--- config.mk ---
export PLATFORM = sky130hd
export DESIGN_NAME = delta_zigzag_varint_encoder
export DESIGN_NICKNAME = d
export VERILOG_FILES = /design/src/rtl/dzv_pkg.sv /design/src/rtl/delta_zigzag_varint_encoder.sv
export SDC_FILE = /design/constraint.sdc
export NUM_CORES = 1
export LEC_CHECK = 0
export BUFFER_PORTS_ARGS = -buffer_cell sky130_fd_sc_hd__buf_2
export CAP_MARGIN = 20
export CORE_UTILIZATION = 60
export CTS_CLUSTER_DIAMETER = 50
export DETAILED_ROUTE_END_ITERATION = 6
export GPL_TIMING_DRIVEN = 0
export MAX_ROUTING_LAYER = met4
export PLACE_DENSITY = 0.77
export SYNTH_ARGS = -nofsm -noshare
export SYNTH_HDL_FRONTEND = slang
export SYNTH_SLANG_ARGS = --single-unit
export TNS_END_PERCENT = 20
--- constraint.sdc ---
create_clock -name aclk -period 10.5 [get_ports aclk]
set_clock_uncertainty 0.1 [all_clocks]
set_input_delay 0.525 -clock aclk [delete_from_list [all_inputs] [get_ports aclk]]
set_output_delay 0.525 -clock aclk [all_outputs]
set_load 0.03 [all_outputs]
--- src/rtl/dzv_pkg.sv ---
package dzv_pkg;

    // Fixed field widths of the ports.
    localparam int CHANNEL_W   = 4;
    localparam int SAMPLE_IN_W = 32;
    localparam int BYTE_W      = 8;

    // ZigZag code is held to 35 bits: five LEB128 digits of 7 bits.
    localparam int DIGIT_BITS = 7;
    localparam int CODE_BITS  = 35;

    typedef enum logic [2:0] {
        ST_IDLE = 3'b001,
        ST_CALC = 3'b010,
        ST_EMIT = 3'b100
    } state_t;

endpackage

--- src/rtl/delta_zigzag_varint_encoder.sv ---
// Channel  | Direction | Word                                      | Handshake
// s_       | in        | channel, sample_centi, restart_chunk      | s_valid / s_ready
// m_       | out       | code_byte, last_byte (one LEB128 byte)    | m_valid / m_ready
//
// A sample whose code takes n bytes (1..5) passes through ST_CALC for the delta subtract and
// ZigZag map, then ST_EMIT for each byte out of the 7-bit digit shifter.
// A new sample is taken on the same edge that hands off the last byte of the previous one.
// A sample on a channel at or above CHANNELS is taken but produces no bytes.
// Reset clears all has-previous marks at once; stored previous values need no reset.
// A stall on m_ready holds the current byte; s_ready stays low until the last byte goes.
module delta_zigzag_varint_encoder #(
    parameter int CHANNELS    = 15,
    parameter int SAMPLE_BITS = 32
) (
    input  logic                                  aclk,
    input  logic                                  aresetn,
    input  logic                                  s_valid,
    output logic                                  s_ready,
    input  logic [dzv_pkg::CHANNEL_W-1:0]         s_channel,
    input  logic signed [dzv_pkg::SAMPLE_IN_W-1:0] s_sample_centi,
    input  logic                                  s_restart_chunk,
    output logic                                  m_valid,
    input  logic                                  m_ready,
    output logic [dzv_pkg::BYTE_W-1:0]            m_code_byte,
    output logic                                  m_last_byte
);

    localparam int IDX_W  = (CHANNELS > 1) ? $clog2(CHANNELS) : 1;
    localparam int CH_W   = (IDX_W > dzv_pkg::CHANNEL_W) ? IDX_W : dzv_pkg::CHANNEL_W;
    localparam int DIFF_W = SAMPLE_BITS + 1;
    localparam int CODE_W = dzv_pkg::CODE_BITS;
    localparam int DIG_W  = dzv_pkg::DIGIT_BITS;
    localparam int IN_W   = dzv_pkg::SAMPLE_IN_W;

    dzv_pkg::state_t state_reg, state_next;

    logic                          s_accept;
    logic [CH_W-1:0]               ch_wide;
    logic [IDX_W-1:0]              ch_addr;
    logic                          ch_in_range;
    logic signed [SAMPLE_BITS-1:0] sample_sat;

    // Per-channel history: values in a small memory, marks in flip-flops.
    logic signed [SAMPLE_BITS-1:0] prev_mem [CHANNELS];
    logic [CHANNELS-1:0]           mark_reg, mark_next;
    logic [CHANNELS-1:0]           marks_kept;

    logic signed [SAMPLE_BITS-1:0] sample_reg;
    logic signed [SAMPLE_BITS-1:0] prev_reg;
    logic                          first_reg;

    logic signed [DIFF_W-1:0]      diff;
    logic signed [CODE_W-1:0]      code_sat;
    logic [CODE_W-1:0]             zigzag;
    logic [CODE_W-1:0]             rest_reg, rest_next;
    logic                          more_bytes;

    // Accept a new word when idle, or on the edge that hands off the last byte.
    assign s_ready  = (state_reg == dzv_pkg::ST_IDLE) ||
                      ((state_reg == dzv_pkg::ST_EMIT) && !more_bytes && m_ready);
    assign s_accept = s_valid && s_ready;

    assign ch_wide     = CH_W'(s_channel);
    assign ch_addr     = ch_wide[IDX_W-1:0];
    assign ch_in_range = ({1'b0, ch_wide} < (CH_W + 1)'(CHANNELS));

    // Saturate the input to the stored sample width when that is narrower.
    generate
        if (SAMPLE_BITS < IN_W) begin : g_sat_in
            logic fits;
            assign fits = (&s_sample_centi[IN_W-1:SAMPLE_BITS-1]) ||
                          !(|s_sample_centi[IN_W-1:SAMPLE_BITS-1]);
            assign sample_sat = fits ? s_sample_centi[SAMPLE_BITS-1:0] :
                {s_sample_centi[IN_W-1], {(SAMPLE_BITS - 1){!s_sample_centi[IN_W-1]}}};
        end else begin : g_ext_in
            assign sample_sat = SAMPLE_BITS'(s_sample_centi);
        end
    endgenerate

    // Restart drops all marks before this sample; then mark the sample's channel.
    always_comb begin
        marks_kept = s_restart_chunk ? '0 : mark_reg;
        mark_next  = mark_reg;
        if (s_accept) begin
            mark_next = marks_kept;
            if (ch_in_range) begin
                mark_next[ch_addr] = 1'b1;
            end
        end
    end

    always_ff @(posedge aclk) begin
        if (!aresetn) begin
            mark_reg <= '0;
        end else begin
            mark_reg <= mark_next;
        end
    end

    // History memory: one write and one registered read at the same address.
    always_ff @(posedge aclk) begin
        if (s_accept && ch_in_range) begin
            prev_mem[ch_addr] <= sample_sat;
        end
    end

    always_ff @(posedge aclk) begin
        if (s_accept && ch_in_range) begin
            prev_reg   <= prev_mem[ch_addr];
            sample_reg <= sample_sat;
            first_reg  <= !marks_kept[ch_addr];
        end
    end

    // Absolute value for the first sample of a chunk, else the delta.
    assign diff = first_reg ? DIFF_W'(sample_reg)
                            : DIFF_W'(sample_reg) - DIFF_W'(prev_reg);

    // Clamp to the 35-bit signed range so the code fits five bytes.
    generate
        if (DIFF_W > CODE_W) begin : g_sat_code
            logic code_fits;
            assign code_fits = (&diff[DIFF_W-1:CODE_W-1]) || !(|diff[DIFF_W-1:CODE_W-1]);
            assign code_sat  = code_fits ? diff[CODE_W-1:0] :
                               {diff[DIFF_W-1], {(CODE_W - 1){!diff[DIFF_W-1]}}};
        end else begin : g_ext_code
            assign code_sat = CODE_W'(diff);
        end
    endgenerate

    assign zigzag = {code_sat[CODE_W-2:0], 1'b0} ^ {CODE_W{code_sat[CODE_W-1]}};

    // Any bits left above the low digit mean another byte follows.
    assign more_bytes  = |rest_reg[CODE_W-1:DIG_W];
    assign m_valid     = (state_reg == dzv_pkg::ST_EMIT);
    assign m_code_byte = {more_bytes, rest_reg[DIG_W-1:0]};
    assign m_last_byte = !more_bytes;

    always_comb begin
        state_next = state_reg;
        rest_next  = rest_reg;
        case (state_reg)
            dzv_pkg::ST_IDLE: begin
                if (s_accept && ch_in_range) begin
                    state_next = dzv_pkg::ST_CALC;
                end
            end
            dzv_pkg::ST_CALC: begin
                rest_next  = zigzag;
                state_next = dzv_pkg::ST_EMIT;
            end
            dzv_pkg::ST_EMIT: begin
                if (m_ready) begin
                    if (more_bytes) begin
                        // Advance to the next 7-bit digit.
                        rest_next = rest_reg >> DIG_W;
                    end else if (s_accept && ch_in_range) begin
                        state_next = dzv_pkg::ST_CALC;
                    end else begin
                        state_next = dzv_pkg::ST_IDLE;
                    end
                end
            end
            default: begin
                state_next = dzv_pkg::ST_IDLE;
            end
        endcase
    end

    always_ff @(posedge aclk) begin
        if (!aresetn) begin
            state_reg <= dzv_pkg::ST_IDLE;
        end else begin
            state_reg <= state_next;
        end
    end

    always_ff @(posedge aclk) begin
        rest_reg <= rest_next;
    end

endmodule

* Word level (Yosys, flattened, before mapping)
Memory sizes are Yosys's and may differ from the RTL's. A register that Yosys moved wholly into a read port is not among the register bits. Index checks and enable logic that the tools add are counted.
Word-level totals: flip-flop bits (word level) 86, RAM bits 480, input bits 41, output and inout bits 11, logic and storage cells 48, memories 1
Memory list:
- prev_mem | words 15, width 32, rd ports 1, clocked after memory_dff 1, wr ports 1, RTL line delta_zigzag_varint_encoder.sv:44 | logic signed [SAMPLE_BITS-1:0] prev_mem [CHANNELS];
Operators by class: add/sub/neg operators 1, order comparisons 3, equal/unequal tests 7, multiplexer cells 17, bitwise operators 2, reduce and logical (&&, ||, !) cells 12
Operator list (number):
- 2-to-1 mux 35 bit | 2
- one-hot mux 35 bit (2 select lines) | 1
- XOR 35 bit | 1
- 2-to-1 mux 33 bit | 1
- subtractor 32 x 32 -> 33 bit | 1
- 2-to-1 mux 15 bit | 2
- OR reduction 28 bit | 1
- bitwise OR 15 bit | 1
- 2-to-1 mux 3 bit | 3
- one-hot mux 3 bit (3 select lines) | 1
- != test 2 x 1 -> 1 bit (second input constant) | 3
- AND reduction 3 bit | 2
- logical AND 1 bit | 5
- less-than comparator 4 x 5 -> 1 bit (second input constant) | 1
- binary-select mux 1 bit (select 4 bit) | 1
- demux 1 bit (select 4 bit) | 1
- >= comparator 4 x 1 -> 1 bit (second input constant) | 1
- less-than comparator 4 bit (second input constant) | 1
- 2-to-1 mux 1 bit | 4
- == test 3 x 1 -> 1 bit (second input constant) | 1
- == test 3 x 2 -> 1 bit (second input constant) | 1
- == test 3 bit (second input constant) | 1
- logical NOT 1 bit | 2
- 2-to-1 mux 2 bit | 1
- 3 further kinds | 3

* Longest topological paths before layout
depth after elaboration 11, mapped depth 14, depth with buffers taken out 13

* Worst setup path after synthesis
Ideal clock, no wire load.
kind reg-to-reg, from reg rest_reg[7], to mem prev_mem[12][0], enable pin, library setup time 505 ps, data arrival time 5032 ps, data required time 9895 ps, slack 4864 ps, cell stages (with the launch flop) 8, buffers on the path 0, clock period less this slack 5636 ps, cell sequence edfxtp_1 nor4_1 nand4_1 nor2_2 nand4b_1 a21oi_4 nand2_1 nor4_1
Between the ends: cells in the longest elaborated chain, start to end 9
RTL lines:
- start, declared | RTL line delta_zigzag_varint_encoder.sv:55 | logic [CODE_W-1:0] rest_reg, rest_next;
- start signal, assigned | RTL line delta_zigzag_varint_encoder.sv:179 | rest_reg <= rest_next;
- OR reduction 28 bit | RTL line delta_zigzag_varint_encoder.sv:134 | assign more_bytes = |rest_reg[CODE_W-1:DIG_W];
- logical NOT 1 bit
- named net m_last_byte | RTL line delta_zigzag_varint_encoder.sv:25 | output logic m_last_byte
- logical AND 1 bit (2 in series) | RTL line delta_zigzag_varint_encoder.sv:60 | ((state_reg == dzv_pkg::ST_EMIT) && !more_bytes && m_ready);
- logical OR 1 bit | RTL line delta_zigzag_varint_encoder.sv:59 | assign s_ready = (state_reg == dzv_pkg::ST_IDLE) ||
- named net s_ready | RTL line delta_zigzag_varint_encoder.sv:18 | output logic s_ready,
- logical AND 1 bit | RTL line delta_zigzag_varint_encoder.sv:61 | assign s_accept = s_valid && s_ready;
- logical AND 1 bit | RTL line delta_zigzag_varint_encoder.sv:102 | if (s_accept && ch_in_range) begin
- 2-to-1 mux 1 bit | RTL line delta_zigzag_varint_encoder.sv:102
- 2-to-1 mux 1 bit (implied by the code) | RTL line delta_zigzag_varint_encoder.sv:103 | prev_mem[ch_addr] <= sample_sat;
- end, declared | RTL line delta_zigzag_varint_encoder.sv:44
The timed path passes the listed nets, and every way through them passes these cells.

* Worst setup path in the final report
from reg rest_reg[14], to mem prev_mem[0][6], enable pin
Between the ends: cells in the longest elaborated chain, start to end 9
RTL lines (RTL line):
- OR reduction 28 bit | delta_zigzag_varint_encoder.sv:134
- logical NOT 1 bit | delta_zigzag_varint_encoder.sv:60
- logical AND 1 bit (2 in series) | delta_zigzag_varint_encoder.sv:60
- logical OR 1 bit | delta_zigzag_varint_encoder.sv:59
- logical AND 1 bit | delta_zigzag_varint_encoder.sv:61
- logical AND 1 bit | delta_zigzag_varint_encoder.sv:102
- 2-to-1 mux 1 bit | delta_zigzag_varint_encoder.sv:102
- 2-to-1 mux 1 bit (implied by the code) | delta_zigzag_varint_encoder.sv:103
Every way passes these cells.

==> run summary <==
Layout fillers -> 2520
Initial cell density of the core -> 61.0%
Hold Crit Start -> aresetn
Area contributors post-synth -> edfxtp_1, mux4_2, mux2i_1
Relative slew slack -> 28.3%
Root Driver -> clkbuf_16
Maxcap violations -> 0
Pins Over Slew Limit -> 0
TritonCTS clock tree -> yes
Die X-Extent -> 206 um
Die footprint -> 42300 um^2
Post-Synth Adder-Cell Area -> 1.69%
Synthesized Nets -> 1494
Post-CTS Setup Repair Bufs -> 0
Switching Fraction -> 22.6%
Endpoints failing setup -> 0
Area of the multi-input gates -> 6760 um^2
Fraction of layout cells with a size suffix above 1 -> 21.9%
Drt pass-1 iters -> 5
P_sw -> 1.18 mW
Yosys top cell area share -> 69.7%
Hold Violations, Final -> 0
R2R Setup Slk -> 6.65 ns
Max clock buf depth -> 3
I/O pin total -> 52
Post-synth cell types -> 67
Pre-CTS WS -> 5.72 ns
RSZ-0062 raised after global routing -> false
Worst reg2reg endpoint -> prev_mem[0][6]
Grt total ovfl -> 0
Status -> finished, final reports clean
Synth Instances -> 1420
Worst-skew pair later-pin latency -> 0.61 ns
Number of synthesized flops with an enable pin -> 578
Clock sinks -> 596
Post-synthesis mux area share -> 13.8%
Largest net degree at the start of global routing -> 66
Register area share after synthesis -> 71.2%
Crit Path Class -> register to register
Crit path DAT -> 4.05 ns
Flop pwr share -> 51.4%
DR vias/cell -> 6.38
Max Clock Freq -> 0.260 GHz
Clk slew on worst S/H paths -> 0.06 ns
Core area -> 40800 um^2
Xor/xnor share of the synthesized area -> 1.48%
Post-route DRC -> 0
Hold Path End -> state_reg[2]
Largest family of logic cells by synthesized area -> multiplexers
Fin crit share -> 36.7%
Vias in the first global route -> 13.5k
PnR worst setup slack -> 6.65 ns
Worst reg2reg path depth -> 10
Synth Flop Type -> edfxtp_1
Final core utilization -> 69.5%
Internal -> 4.05 mW
Synth cell count leaders -> edfxtp_1, mux4_2, nand2_1
Logic pwr share -> 8.9%
Post-DP HPWL -> 39000 um
Post-Synthesis Cell Area -> 24900 um^2
TritonCTS Buffers -> 59
# rows -> 74
#FFs+latches synth -> 596
Inst Count DP -> 2035
Asr flop ratio synth -> 0%
Syn avg cell area -> 17.5 um^2
Gp weighted congestion -> 0.915
Peak VDD IR -> 0.140 mV
Clock group share of total power -> 39.7%
WHS -> 0.144 ns
Worst EP required -> 10.70 ns
Register area -> 17700 um^2
Initial antenna violation count -> 1
DRT Wirelength -> 57800 um
Finished Cell Area -> 28400 um^2
IO Port Bufs -> 49
Post-synth top area cell -> edfxtp_1
Post-DP Area -> 26400 um^2
CTS resizes -> 0
All-layer global routing usage -> 29.3%
P_leak -> 9.54 nW
Routed Antenna Nets -> 0
Synth-to-Final Area Change -> 13.9%
Final min period -> 3.85 ns
Top-count cell post-synth -> edfxtp_1
DIE HEIGHT -> 206 um
Setup TNS -> 0 ns
First DRT Iteration DRCs -> 1315
Warnings from Yosys -> 0
Final Instance Count excl. Fillers -> 2148
Post-synthesis simple-gate area fraction -> 4.66%
Startpoint Class -> register
Via Count -> 13.7k
H-tree Lvls -> 2
Path category of the worst min-delay check -> primary input to register
Post-synthesis compound-gate area fraction -> 5.09%
Power Total -> 5.23 mW
Actual slew at the worst max-slew pin -> 1.08 ns
Reg-to-reg critical path startpoint -> rest_reg[14]
Max FFs per register -> 480
Crit Path Max Fanout -> 11
Hold_buf cts -> 0
CP endpoint kind -> register
Hold Path Cell Cnt -> 3
WL per Instance -> 26.9 um
PD cells -> 184 nW/um^2
# nets final -> 1641
First-pass GRT wire length -> 85200 um
-- layout by cell type (no fill, tap or decap), drive strengths merged, types with 12 or more instances in the layout --
cell and count:
edfxtp 578, mux4 132, clkbuf 123, buf 116, nand2 91, o21ai 87, a21oi 60, inv 50
mux2i 46, nor2 44, ha 32, xnor2 22, clkinv 21, xor2 20, dfxtp 18, and2 14
nor3 12
-- worst max-delay path by stage --
stage,from,end,slack (ns),cells past startpoint
floorplan,rest_reg[7],prev_mem[12][0],4.86,7
finish,rest_reg[14],prev_mem[0][6],6.65,10
global route,rest_reg[13],prev_mem[0][6],6.49,10
detailed placement,s_channel[0],prev_mem[7][16],5.72,7
CTS,s_channel[0],prev_mem[7][5],6.35,7
global placement,s_channel[0],prev_mem[12][18],1.56,5
-- critical path: stages, from the launching register on --
cell and delay [ns]:
edfxtp_1 0.41, nor4_1 0.35, nand4_1 0.15, nor2_2 0.24, nand4b_1 0.18, a21oi_4 0.27, nand2_1 0.20, or3_4 0.43
nor3_2 0.69, buf_6 0.28, buf_6 0.20
-- power groups by stage --
stage	sequential, mW	clock, mW	combinational [mW]
global route	2.69	2.18	0.505
floorplan	2.73	0	0.304
CTS	2.69	2.10	0.463
global placement	2.74	0	0.435
finish	2.69	2.08	0.467
detailed placement	2.74	0	0.458
-- cell families after synthesis --
logic type,count (synthesis)
compound gates,211
xor+xnor,42
fa+ha+maj,33
buf+inv,125
flops,596
mux,178
simple gates,235
-- area by class of cell --
class	instances	share of cell area [%]
Buffer	76	1.20
Sequential cell	596	62.5
Inverter	49	0.649
Tap cell	532	2.35
Clock buffer	77	5.59
Antenna cell	1	0.00882
Multi-Input combinational cell	699	23.9
Timing Repair Buffer	86	2.67
Clock inverter	32	1.20
-- layer usage --
metal | up-vias | GRT usage [%] | wire length (um)
met4 | 0 | 9.21 | 1490
met5 | - | - | 0
met3 | 107 | 4.39 | 4000
met2 | 599 | 46.3 | 28800
li1 | 5926 | - | -
met1 | 7078 | 39.6 | 23500
No activity file was read; power rests on OpenSTA's default activity.
